### src/hw/rtl/spr_pkg.sv
// Shared types and constants for the stream pattern replace block.
`default_nettype none

package spr_pkg;

   localparam int BYTE_W     = 8;
   localparam int CSR_DATA_W = 64;
   localparam int LEN_W      = 4;

   typedef logic [BYTE_W-1:0] byte_type;

   localparam byte_type NEWLINE = 8'h0A;

   typedef enum logic [1:0] {
      CSR_PATTERN_BYTES,
      CSR_PATTERN_LENGTH,
      CSR_REPLACEMENT_BYTES,
      CSR_REPLACEMENT_LENGTH
   } csr_index_type;

endpackage

`default_nettype wire

### src/hw/rtl/stream_pattern_replace.sv
// Streaming find-and-replace-all over a byte stream, one text byte a beat.
//
// Each input beat carries one text byte, or an end-of-stream marker in tuser.
// Bytes wait in a window of up to MAX_PATTERN entries. When the window fills
// to the configured pattern length it either emits the replacement text and
// clears, or releases its oldest byte. A newline or an end-of-stream beat
// releases everything pending, so matches never cross a line. An input beat
// is processed in the cycle it is accepted; its result beats leave an output
// buffer from the next cycle on, one per cycle while rsp_tready is high, the
// last marked by rsp_tlast. A beat that yields at most one result is taken
// every cycle while rsp_tready is high; one that yields more holds the output
// buffer; the next input beat is accepted in the cycle its last result
// leaves. A pattern length of zero passes text straight through. Write the
// configuration registers only while no result beats are outstanding.
`default_nettype none

module stream_pattern_replace #(
   parameter int MAX_PATTERN     = 8,
   parameter int MAX_REPLACEMENT = 8
) (
   input  wire                              clock,
   input  wire                              reset,
   // request beats
   input  wire                              req_tvalid,
   output logic                             req_tready,
   input  wire  spr_pkg::byte_type          req_tdata,   // [7:0] in_byte
   input  wire                              req_tuser,   // [0] flush
   // result beats
   output logic                             rsp_tvalid,
   input  wire                              rsp_tready,
   output spr_pkg::byte_type                rsp_tdata,   // [7:0] out_byte
   output logic                             rsp_tlast,
   // configuration writes
   input  wire                              csr_wr_en,
   input  wire  spr_pkg::csr_index_type     csr_index,
   input  wire  [spr_pkg::CSR_DATA_W-1:0]   csr_wdata
);

   import spr_pkg::*;

   localparam int OUT_DEPTH = (MAX_PATTERN > MAX_REPLACEMENT) ? MAX_PATTERN : MAX_REPLACEMENT;
   localparam int CNT_W     = $clog2(MAX_PATTERN + 1);
   localparam int OCNT_W    = $clog2(OUT_DEPTH + 1);

   logic [CSR_DATA_W-1:0] pat_bytes_ff;
   logic [LEN_W-1:0]      pat_len_ff;
   logic [CSR_DATA_W-1:0] rep_bytes_ff;
   logic [LEN_W-1:0]      rep_len_ff;

   byte_type           win_ff  [MAX_PATTERN];
   byte_type           win_in  [MAX_PATTERN];
   logic [CNT_W-1:0]   cnt_ff;
   logic [CNT_W-1:0]   cnt_in;
   byte_type           obuf_ff [OUT_DEPTH];
   byte_type           obuf_in [OUT_DEPTH];
   logic [OCNT_W-1:0]  orem_ff;
   logic [OCNT_W-1:0]  orem_in;

   byte_type           win_app   [MAX_PATTERN];
   byte_type           win_shift [MAX_PATTERN];
   byte_type           win_short [MAX_PATTERN];
   byte_type           out_win   [OUT_DEPTH];
   byte_type           out_rep   [OUT_DEPTH];
   byte_type           obuf_next [OUT_DEPTH];
   logic [MAX_PATTERN-1:0] match_bit;

   logic [CNT_W-1:0]   plen;
   logic [OCNT_W-1:0]  rlen;
   logic [CNT_W-1:0]   cnt_plus;
   logic [CNT_W-1:0]   short_place;
   logic               take_two;
   logic               req_accept;
   logic               rsp_beat;
   logic               is_newline;

   assign plen = (pat_len_ff > LEN_W'(MAX_PATTERN)) ? CNT_W'(MAX_PATTERN)
                                                    : CNT_W'(pat_len_ff);
   assign rlen = (rep_len_ff > LEN_W'(MAX_REPLACEMENT)) ? OCNT_W'(MAX_REPLACEMENT)
                                                        : OCNT_W'(rep_len_ff);

   assign rsp_tvalid = (orem_ff != '0);
   assign rsp_tlast  = (orem_ff == OCNT_W'(1));
   assign rsp_tdata  = obuf_ff[0];
   assign rsp_beat   = rsp_tvalid && rsp_tready;
   assign req_tready = (orem_ff == '0) || (rsp_tlast && rsp_tready);
   assign req_accept = req_tvalid && req_tready;

   assign is_newline  = (req_tdata == NEWLINE);
   assign cnt_plus    = cnt_ff + CNT_W'(1);
   assign take_two    = (cnt_ff > CNT_W'(1));
   assign short_place = take_two ? (cnt_ff - CNT_W'(2)) : (cnt_ff - CNT_W'(1));

   for (genvar i = 0; i < MAX_PATTERN; i++) begin : gen_win
      assign win_app[i]   = (CNT_W'(i) == cnt_ff) ? req_tdata : win_ff[i];
      assign match_bit[i] = (CNT_W'(i) >= plen) ||
                            (win_app[i] == pat_bytes_ff[BYTE_W*i +: BYTE_W]);
      if (i + 2 < MAX_PATTERN) begin : gen_two
         assign win_short[i] = (CNT_W'(i) == short_place) ? req_tdata :
                               (take_two ? win_ff[i+2] : win_ff[i+1]);
      end else if (i + 1 < MAX_PATTERN) begin : gen_one
         assign win_short[i] = (CNT_W'(i) == short_place) ? req_tdata :
                               (take_two ? '0 : win_ff[i+1]);
      end else begin : gen_end
         assign win_short[i] = (CNT_W'(i) == short_place) ? req_tdata : '0;
      end
      if (i + 1 < MAX_PATTERN) begin : gen_sh
         assign win_shift[i] = win_app[i+1];
      end else begin : gen_sh_end
         assign win_shift[i] = '0;
      end
   end

   for (genvar j = 0; j < OUT_DEPTH; j++) begin : gen_out
      if (j < MAX_PATTERN) begin : gen_w
         assign out_win[j] = win_app[j];
      end else begin : gen_w_pad
         assign out_win[j] = '0;
      end
      if (j < MAX_REPLACEMENT) begin : gen_r
         assign out_rep[j] = rep_bytes_ff[BYTE_W*j +: BYTE_W];
      end else begin : gen_r_pad
         assign out_rep[j] = '0;
      end
      if (j + 1 < OUT_DEPTH) begin : gen_o
         assign obuf_next[j] = obuf_ff[j+1];
      end else begin : gen_o_end
         assign obuf_next[j] = '0;
      end
   end

   always_comb begin
      win_in  = win_ff;
      cnt_in  = cnt_ff;
      obuf_in = obuf_ff;
      orem_in = orem_ff;
      if (rsp_beat) begin
         obuf_in = obuf_next;
         orem_in = orem_ff - OCNT_W'(1);
      end
      if (req_accept) begin
         obuf_in = out_win;
         orem_in = '0;
         priority if (req_tuser) begin
            orem_in = OCNT_W'(cnt_ff);
            cnt_in  = '0;
         end else if (is_newline || (plen == '0)) begin
            orem_in = OCNT_W'(cnt_ff) + OCNT_W'(1);
            cnt_in  = '0;
         end else if (cnt_ff >= plen) begin
            orem_in = take_two ? OCNT_W'(2) : OCNT_W'(1);
            win_in  = win_short;
            cnt_in  = take_two ? (cnt_ff - CNT_W'(1)) : cnt_ff;
         end else if (cnt_plus == plen) begin
            if (&match_bit) begin
               obuf_in = out_rep;
               orem_in = rlen;
               cnt_in  = '0;
            end else begin
               orem_in = OCNT_W'(1);
               win_in  = win_shift;
               cnt_in  = cnt_ff;
            end
         end else begin
            win_in = win_app;
            cnt_in = cnt_plus;
         end
      end
   end

   always_ff @(posedge clock) begin
      if (reset) begin
         cnt_ff       <= '0;
         orem_ff      <= '0;
         pat_bytes_ff <= '0;
         pat_len_ff   <= '0;
         rep_bytes_ff <= '0;
         rep_len_ff   <= '0;
      end else begin
         cnt_ff  <= cnt_in;
         orem_ff <= orem_in;
         if (csr_wr_en) begin
            unique case (csr_index)
               CSR_PATTERN_BYTES:      pat_bytes_ff <= csr_wdata;
               CSR_PATTERN_LENGTH:     pat_len_ff   <= csr_wdata[LEN_W-1:0];
               CSR_REPLACEMENT_BYTES:  rep_bytes_ff <= csr_wdata;
               CSR_REPLACEMENT_LENGTH: rep_len_ff   <= csr_wdata[LEN_W-1:0];
            endcase
         end
      end
   end

   always_ff @(posedge clock) begin
      win_ff  <= win_in;
      obuf_ff <= obuf_in;
   end

   a_window_never_full: assert property (@(posedge clock) disable iff (reset)
      cnt_ff < CNT_W'(MAX_PATTERN))
      else $error("pending window reached its full depth");

   a_flush_empties: assert property (@(posedge clock) disable iff (reset)
      req_accept && req_tuser |=> cnt_ff == '0)
      else $error("end-of-stream beat left bytes pending");

   a_accept_when_drained: assert property (@(posedge clock) disable iff (reset)
      req_accept |-> (orem_ff == '0) || rsp_beat && rsp_tlast)
      else $error("request accepted over undelivered results");

   a_newline_emits: assert property (@(posedge clock) disable iff (reset)
      req_accept && !req_tuser && is_newline |=> rsp_tvalid)
      else $error("newline beat produced no result");

endmodule

`default_nettype wire
### config.mk
export PLATFORM = sky130hd
export DESIGN_NAME = stream_pattern_replace
export DESIGN_NICKNAME = d
export VERILOG_FILES = /design/src/hw/rtl/spr_pkg.sv /design/src/hw/rtl/stream_pattern_replace.sv
export SDC_FILE = /design/constraint.sdc
export NUM_CORES = 1
export LEC_CHECK = 0
export BUFFER_PORTS_ARGS = -buffer_cell sky130_fd_sc_hd__buf_2
export CELL_PAD_IN_SITES_DETAIL_PLACEMENT = 1
export CELL_PAD_IN_SITES_GLOBAL_PLACEMENT = 1
export CORE_MARGIN = 3
export CORE_UTILIZATION = 25
export CTS_CLUSTER_DIAMETER = 120
export DETAILED_ROUTE_END_ITERATION = 16
export GPL_ROUTABILITY_DRIVEN = 0
export PLACE_DENSITY = 0.46
export SYNTH_ARGS = -nofsm -noshare
export SYNTH_HDL_FRONTEND = slang
export SYNTH_SLANG_ARGS = --single-unit
### constraint.sdc
create_clock -name clock -period 8.3 [get_ports clock]
set_input_delay 1.245 -clock clock [delete_from_list [all_inputs] [get_ports clock]]
set_output_delay 1.245 -clock clock [all_outputs]
set_load 0.02 [all_outputs]
* After elaboration in Yosys (flattened, before gate mapping)
Index checks and enable logic that the tools add are counted.
** Storage, ports and cells
- Register bits after elaboration :: 272
- Input bits :: 80
- Output and inout bits :: 11
- Word-level logic and storage cells :: 148
** Cells by class
- Add/sub/neg operators :: 4
- Magnitude comparators :: 12
- Equality and inequality tests :: 31
- Multiplexer cells :: 50
- Bitwise logic cells :: 2
- Reductions and logical operators :: 27
** Operators with widths (number)
- two-way mux 64 bit :: 10
- two-way mux 8 bit :: 23
- equality test 8 bit :: 8
- two-way mux 4 bit :: 16
- equality test 3 x 4 -> 1 bit (first input constant) :: 8
- equality test 2 x 4 -> 1 bit (first input constant) :: 4
- greater-or-equal comparator 3 x 4 -> 1 bit (first input constant) :: 4
- logical NOT 4 bit :: 4
- logical OR 1 bit :: 10
- equality test 1 x 4 -> 1 bit (first input constant) :: 2
- equality test 8 x 4 -> 1 bit (second input constant) :: 1
- greater-or-equal comparator 1 x 4 -> 1 bit (first input constant) :: 2
- greater-or-equal comparator 2 x 4 -> 1 bit (first input constant) :: 2
- greater-than comparator 4 bit (second input constant) :: 2
- AND reduction 2 bit :: 4
- AND reduction 8 bit :: 1
- subtractor 4 x 1 -> 4 bit (second input constant) :: 2
- inequality test 5 x 4 -> 1 bit (second input constant) :: 1
- adder 4 x 1 -> 4 bit (second input constant) :: 1
- equality test 2 bit (second input constant) :: 2
- equality test 4 x 1 -> 1 bit (second input constant) :: 1
- equality test 4 bit :: 1
- greater-or-equal comparator 4 bit :: 1
- greater-than comparator 4 x 1 -> 1 bit (second input constant) :: 1
- 12 further kinds :: 15

* Longest topological paths before layout
Gate-level depths: netlist of the first run.
- Word-level depth :: 11
- Gate-level depth with buffers :: 16
- Gate-level depth less buffers :: 11

* Least setup slack after synthesis of the first run
OpenSTA, ideal clock, no wires.
- Path type :: input-to-reg
- Start :: in req_tdata[7]
- End :: reg win_ff[0] (netlist name), enable pin
- Library setup time :: 524 ps
- Data arrival time :: 5951 ps
- Required time :: 7776 ps
- Path slack :: 1825 ps
- Stages on the path :: 8
- Buffers on the path :: 2
- Cell sequence :: clkbuf_1 -> clkbuf_1 -> mux2i_1 -> o221ai_1 -> nor3_1 -> a32oi_1 -> nor4_2 -> a31oi_1
** On the way
- Cells in the longest elaborated chain, start to end :: 6
** Ends and longest elaborated chain
- start, declared :: RTL line stream_pattern_replace.sv:26 : input wire spr_pkg::byte_type req_tdata,
- two-way mux 8 bit :: RTL line stream_pattern_replace.sv:94 : assign win_app[i] = (CNT_W'(i) == cnt_ff) ? req_tdata : win_ff[i];
- equality test 8 bit :: RTL line stream_pattern_replace.sv:96 : (win_app[i] == pat_bytes_ff[BYTE_W*i +: BYTE_W]);
- logical OR 1 bit :: RTL line stream_pattern_replace.sv:95 : assign match_bit[i] = (CNT_W'(i) >= plen) ||
- AND reduction 8 bit :: RTL line stream_pattern_replace.sv:154 : if (&match_bit) begin
- inequality test 3 bit (no line)
- AND reduction 4 bit (no line) (*)
- end signal, assigned :: RTL line stream_pattern_replace.sv:193 : win_ff <= win_in;
- end, declared :: RTL line stream_pattern_replace.sv:50 : byte_type win_ff [MAX_PATTERN];
Every way passes the cells marked *; elsewhere a longest branch is shown, timed or not.
A chain may end at the register's enable or synchronous reset.

==> metrics.md, run 1 <==
| Metric | Value |
|---|---|
| DP Worst Slack | ~2.2 ns |
| Total die area | roughly 65000 µm² |
| Area delta synth->final | 14.6% |
| Arr. time, crit path | 6.43 ns |
| Critical Path RT | between 8 and 9 ns |
| Via count | between 10000 and 15000 |
| Fraction of layout cells with a size suffix above 1 | 0.113 |
| Buffer depth of the longest clock path | 3 |
| Vias/cell | between 5 and 6 |
| Clock latency on the worst-skew pair | about 0.57 ns |
| DR iter-0 viols | 911 |
| CTS clk-pin slew, worst paths | 0.06 ns |
| Final wirelength | ~65000 µm |
| Register bit count reported by yosys | around 270 |
| Largest net degree at the start of global routing | 79 |
| Internal power | ~2.9 mW |
| Mapped Cells | 1908 |
| Post-synth EDFFs | about 130 |
| Post-DR wirelength/cell | around 24 µm |
| CTS H-tree lvls | 2 |
| Initial antenna violation count | 0 |
| Primary FF master, synth | dfxtp_1 |
| Die height | approximately 260 µm |
| CTS tree | done |
| Max VDD drop | approximately 110 µV |
| Reg power frac | 0.422 |
| Sequential element share of the synthesized area | 0.433 |
| Slew @ Worst Pin | around 1.4 ns |
| Yosys top cell area share | 0.247 |
| Global-route wire length before repair | 96900 µm |
| Die Wd | 255 µm |
| Final TNS setup | 0 ns |
| Final worst slack | between 2 and 2.5 ns |
| Clock share of power | 0.358 |
| Top-level I/O count | 91 |
| Gr busiest metal | met2 |
| Unrepaired setup endpoints after global routing | false |
| Crit Path Max Fanout | 44 |
| # nets final | 1999 |
| Synth warn | 0 |
| Highest clock rate | 163 MHz |
| Skew final | approximately 0.025 ns |
| Netlist cell types | 67 |
| Switch share | 0.333 |
| Ys async rst share | 0 |
| Status | finished clean |
| Kind of critical path | reg2reg |
| Hold Vio Cnt, Final | 0 |
| Avg Cell Area, Syn | ~8 µm² |
| Gate power share | 0.221 |
| Leakage power | slightly below 7 nW |
| Port bufs | 90 |
| CTS sink count | between 200 and 300 |
| DRT Pass-1 Iters | 5 |
| Fin. max-slew vios | 0 |
| Final worst-path cycle share | 0.738 |
| Post-cts resize count | 0 |
| Hold Path Class | reg2reg |
| Finished Core Util | 0.292 |
| Pwr dens | between 200 and 250 nW/µm² |
| GRT met2 Usage | 0.340 |
| DP Wirelength | between 40000 and 50000 µm |
| Root Buffer | clkbuf_16 |
| Setup bufs post-CTS | 0 |
| Total CTS buffers | 37 |
| Synth area leaders | edfxtp_1, dfxtp_1, nand2_1 |
| NetSw | 1.47 mW |
| Post-DRT Antenna Nets | 0 |
| Fin cells | approximately 2800 |
| Cell taking the most area after synthesis | edfxtp_1 |
| Initial Util | 0.255 |
| Hold-fix buffers, CTS | 0 |
| M1 GR Usage | 0.266 |
| GR Layer Usage met3 | 0.0233 |
| GRT Util Overall | 0.199 |
| Slew margin rel. | 0.0581 |
| # diodes | 0 |
| Min Tclk post-route | about 6.1 ns |
| Syn nets | between 2000 and 2500 |
| CP startpoint kind | register |
| Core area | 60900 µm² |
| Critical path endpoint category | register |
| Vias in the first global route | approximately 15000 |
| Placed insts | about 2700 |
| Setup-failing EPs final | 0 |
| Placement Rows | 90 |
| Grt ovf | 0 |
| Max cap viols | 0 |
| Number of remaining DRC errors | 0 |
| Mapped cell area | around 16000 µm² |
==> critical path, cell delays in order (launching register included) <==
cell	delay, ns
dfxtp_1	0.65
clkinv_1	0.42
ha_1	0.38
nand3b_1	0.72
mux2i_1	0.47
xnor2_1	0.12
a2111oi_0	0.46
a32oi_1	0.31
a2111oi_4	0.57
nand3_4	0.67
buf_4	0.57
a221o_1	0.38
==> cells in the final DEF (no fill, tap or decap), types with 21 or more instances in the layout <==
master | netlist | routed
xnor2_1 | 21 | 21
inv_1 | 52 | 51
buf_4 | 14 | 29
o21ai_0 | 136 | 136
nand3_1 | 29 | 28
buf_2 | 11 | 89
o211ai_1 | 42 | 42
clkbuf_16 | 0 | 39
nor2_1 | 84 | 82
nand2b_1 | 21 | 21
mux2i_1 | 97 | 97
dfxtp_1 | 144 | 144
a21oi_1 | 214 | 213
edfxtp_1 | 128 | 128
o22ai_1 | 30 | 30
nand2_1 | 521 | 519
==> per-stage QoR <==
step	total power [mW]	hold slack (ns)	instance area (µm²)
after global placement	2.89	0.444	16600
after global routing	4.66	0.472	17800
after CTS	4.51	0.454	17800
final	4.42	0.451	17800
after detailed placement	2.90	0.447	16600
after floorplan	2.47	0.436	15500
==> per-layer routing <==
layer / wire length [µm] / up-vias
met4: 1560 / 0
met1: 30100 / 7020
met3: 2000 / 86
met2: 31400 / 261
met5: 0 / -
li1: - / 6700
==> synth_stat cells (20+ instances only) <==
cell and instances:
clkbuf_1 129, nand3_1 29, mux2i_1 97, o211ai_1 42, a221o_1 20, o21ai_0 136, nand2b_1 21, nor3_1 20
dfxtp_1 144, o22ai_1 30, mux2_2 20, nand2_1 521, edfxtp_1 128, xnor2_1 21, a21oi_1 214, inv_1 52
nor2_1 84
==> cell type report <==
| type | count | area (µm²) |
|---|---|---|
| multi-input cells | 1423 | 8000 |
| flip-flops and latches | 272 | 6730 |
| fillers | 7199 | 43100 |
| clock inverters | 6 | 57.6 |
| well taps | 828 | 1040 |
| clock buffers | 62 | 1120 |
| repair buffers | 118 | 663 |
| inverters | 53 | 199 |
==> power groups by stage <==
| stage | Sequential (mW) | Combinational, mW | Clock [mW] |
|---|---|---|---|
| 2_1_floorplan | 1.81 | 0.659 | 0 |
| 3_3_place_gp | 1.90 | 0.990 | 0 |
| 3_5_place_dp | 1.90 | 1.00 | 0 |
| 4_1_cts | 1.87 | 1.00 | 1.63 |
| 5_1_grt | 1.88 | 1.09 | 1.69 |
| 6_report | 1.87 | 0.975 | 1.58 |
==> kinds of logic after synthesis <==
family                   Yosys count  synth area share
AO/OA/AOI/OAI                    532             0.208
adder cells (fa/ha/maj)           14            0.0113
XOR/XNOR                          26            0.0147
multiplexers                     117            0.0770
flip-flops                       272             0.433
AND/OR/NAND/NOR                  734             0.199
buffers and inverters            213            0.0568
==> worst paths after layout <==
check	from	endpoint	slack, ns	depth (start not counted)
max reg2reg	cnt_ff[0]	obuf_ff[21]	2.17	11
max	cnt_ff[0]	obuf_ff[21]	2.17	11
min	pat_bytes_ff[41]	pat_bytes_ff[41]	0.45	2
min reg2reg	pat_bytes_ff[41]	pat_bytes_ff[41]	0.45	2
==> flip-flops by register name, summed over array words and instances (netlist names), 8 cells and up <==
register and flops:
pat_bytes_ff 64, rep_bytes_ff 64, win_ff 64, obuf_ff 56, rsp_tdata 8
Note: power is estimated with default switching activity, not from simulation.
==> inputs of run 2 (changes only) <==
clock period = 6.2 ns   (was 8.3 ns; I/O delays follow)
==> run 2 against run 1 <==
  * Register-to-register slack lost 1.1 ns
  * Global-route usage shrank 0.21 points
  * Clock-buffer cell count shrank 8
  * Largest cell class unchanged
  * Sequential power grew 34%
  * Critical path depth is the same
  * Cell area grew 0.84%
  * First-iteration DRC count shrank 22%
  * Hold slack gained 0.0018 ns
  * Critical endpoint is now obuf_ff[34]
  * Worst setup slack lost 1.1 ns
  * Clock power grew 41%
  * Final cell count grew 0.29%
  * Highest routed layer is now met5
==> metrics.md, run 2 (synthesis results as in run 1) <==
| Metric | Value |
|---|---|
| Clock share of power | 0.369 (was 0.358) |
| Critical Path RT | 6.48 ns (was 8.60 ns) |
| Metal3 WL | 2030 µm (was 2000 µm) |
| Final TNS setup | 0 ns (unchanged) |
| Hold Path Class | reg2reg (unchanged) |
| Slew margin rel. | 0.237 (was 0.0581) |
| Buffer depth of the longest clock path | 3 (unchanged) |
| Port bufs | 90 (unchanged) |
| Area delta synth->final | 15.6% (was 14.6%) |
| Setup-failing EPs final | 0 (unchanged) |
| Switch share | 0.329 (was 0.333) |
| DRT met1 WL | 29900 µm (was 30100 µm) |
| Die Wd | 255 µm (unchanged) |
| Core area | 60900 µm² (unchanged) |
| Placement Rows | 90 (unchanged) |
| Root Buffer | clkbuf_16 (unchanged) |
| CTS sink count | 272 (unchanged) |
| CP Buf/Inv Count | 2 (unchanged) |
| Final worst-path cycle share | 0.819 (was 0.738) |
| Fin. max-slew vios | 0 (unchanged) |
| Largest delay contributor family on the critical path | simple AND/OR/NAND/NOR gates (was compound AO/OA/AOI/OAI gates) |
| Clock latency on the worst-skew pair | 0.56 ns (was 0.57 ns) |
| Slew @ Worst Pin | 1.14 ns (was 1.41 ns) |
| Critical path endpoint category | register (unchanged) |
| Grt ovf | 0 (unchanged) |
| Top sig layer | met5 (was met4) |
| FILL cells | 7194 (was 7199) |
| Largest net degree at the start of global routing | 86 (was 79) |
| Critical Path Max Stage Delay | 0.76 ns (was 0.72 ns) |
| Status | finished clean (unchanged) |
| Internal power | 4.04 mW (was 2.95 mW) |
| Initial antenna violation count | 2 (was 0) |
| Register Area | 6730 µm² (unchanged) |
| Die height | 255 µm (unchanged) |
| Arr. time, crit path | 5.36 ns (was 6.43 ns) |
| Final worst slack | 1.12 ns (was 2.17 ns) |
| DP Wirelength | 44400 µm (about the same) |
| Number of remaining DRC errors | 0 (unchanged) |
| Top-level I/O count | 91 (unchanged) |
| DR iter-0 viols | 713 (was 911) |
| Post-DR wirelength/cell | 23.2 µm (was 23.6 µm) |
| Hold Vio Cnt, Final | 0 (unchanged) |
| CTS clk-pin slew, worst paths | 0.06 ns (about the same) |
| Pwr dens | 336 nW/µm² (was 248 nW/µm²) |
| Reg power frac | 0.415 (was 0.422) |
| Min Tclk post-route | 5.08 ns (was 6.13 ns) |
| Most common cell after layout, fill and taps aside | nand2_1 (unchanged) |
| Hold-fix buffers, CTS | 0 (unchanged) |
| Skew final | 0.0254 ns (was 0.0252 ns) |
| Total die area | 65200 µm² (unchanged) |
| Vias in the first global route | 14530 (was 14525) |
| Via count | 13976 (was 14067) |
| Slowest CP cell | nor4_2 (was nand3b_1) |
| Final wirelength | 64300 µm (was 65100 µm) |
| Fraction of layout cells with a size suffix above 1 | 0.122 (was 0.113) |
| Area of the multi-input gates | 8000 µm² (about the same) |
| Total CTS buffers | 37 (unchanged) |
| Setup bufs post-CTS | 0 (unchanged) |
| Gate power share | 0.217 (was 0.221) |
| CTS H-tree lvls | 2 (unchanged) |
| Global-route wire length before repair | 96200 µm (was 96900 µm) |
| Largest regs | pat_bytes_ff x64, rep_bytes_ff x64, win_ff x64 (unchanged) |
| Crit Path Max Fanout | 85 (was 44) |
| # nets final | 2009 (was 1999) |
| Leakage power | 6.92 nW (was 6.82 nW) |
| # diodes | 0 (unchanged) |
| Vias/cell | 5.05 (was 5.09) |
| Initial Util | 0.255 (unchanged) |
| Post-DRT Antenna Nets | 0 (unchanged) |
| Highest clock rate | 197 MHz (was 163 MHz) |
| CP startpoint kind | register (unchanged) |
| Unrepaired setup endpoints after global routing | false (unchanged) |
| Kind of critical path | reg2reg (unchanged) |
| Most frequent cells in the layout | nand2_1, a21oi_1, dfxtp_1 (unchanged) |
| GRT Util Overall | 0.197 (was 0.199) |
| Post-cts resize count | 0 (unchanged) |
| DRT Pass-1 Iters | 5 (unchanged) |
| NetSw | 1.98 mW (was 1.47 mW) |
| Routed wl met2 | 30600 µm (was 31400 µm) |
| CTS tree | done (unchanged) |
| Crit-path cells | clkinv_1 > ha_1 > or3b_1 > mux2i_1 > nor2_1 > nor3_1 > a32oi_1 > nor4_2 > nand3_4 > buf_12 > a221o_1 (was clkinv_1 > ha_1 > nand3b_1 > mux2i_1 > xnor2_1 > a2111oi_0 > a32oi_1 > a2111oi_4 > nand3_4 > buf_4 > a221o_1) |
| Max VDD drop | 153 µV (was 113 µV) |
| Max cap viols | 0 (unchanged) |
| DP Worst Slack | 1.20 ns (was 2.24 ns) |
[run 2: cell types whose count changed in the layout (fill, tap and decap cells not counted)]
cell	change
buf_4	+8
buf_12	+2
clkbuf_1	-10
clkinv_2	+4
bufinv_16	+2
inv_6	+2
inv_16	-1
clkbuf_8	+2
clkinv_8	-1
and2_2	-1
and2_1	+1
[run 2: cell type report]
type,instances,share of cell area
Inverter,53,0.0111
Multi-Input combinational cell,1423,0.446
Clock buffer,54,0.0619
Timing Repair Buffer,128,0.0425
Tap cell,828,0.0577
Sequential cell,272,0.375
Clock inverter,12,0.00662
[run 2: power by group through the flow]
stage               registers [mW]  clock network, mW  logic [mW]
floorplan                     2.42                  0       0.882
global placement              2.55                  0        1.31
detailed placement            2.54                  0        1.33
CTS                           2.51               2.30        1.34
global route                  2.52               2.36        1.47
finish                        2.50               2.22        1.31
[run 2: worst paths after layout]
check,slack (ns),startpoint,to,cells after the start
worst max-delay path,1.12,cnt_ff[0],obuf_ff[34],11
worst min-delay path,0.45,rep_bytes_ff[43],rep_bytes_ff[43],2
worst min register to register,0.45,rep_bytes_ff[43],rep_bytes_ff[43],2
worst max register to register,1.12,cnt_ff[0],obuf_ff[34],11
[run 2: stage by stage]
step | hold slack [ns] | area [µm²] | utilization | std cells | total power, mW
finish | 0.453 | 18000 | 0.295 | 2770 | 6.03
global route | 0.478 | 18000 | 0.295 | 2770 | 6.36
CTS | 0.458 | 18000 | 0.295 | 2770 | 6.14
detailed placement | 0.450 | 16700 | 0.275 | 2704 | 3.88
global placement | 0.445 | 16700 | 0.275 | 2704 | 3.86
floorplan | 0.436 | 15500 | - | 1908 | 3.31
[run 2: per-layer routing]
layer  global-route usage  vias up
met5                    0        -
met4               0.0577        2
met3               0.0238       80
met2                0.332      236
met1                0.265     6928
li1                     -     6730
[run 2: worst register-to-register path, cell delays in order, from the launching register on]
cell,delay (ns)
dfxtp_1,0.63
clkinv_1,0.41
ha_1,0.37
or3b_1,0.71
mux2i_1,0.52
nor2_1,0.07
nor3_1,0.25
a32oi_1,0.20
nor4_2,0.76
nand3_4,0.14
buf_12,0.29
a221o_1,0.45
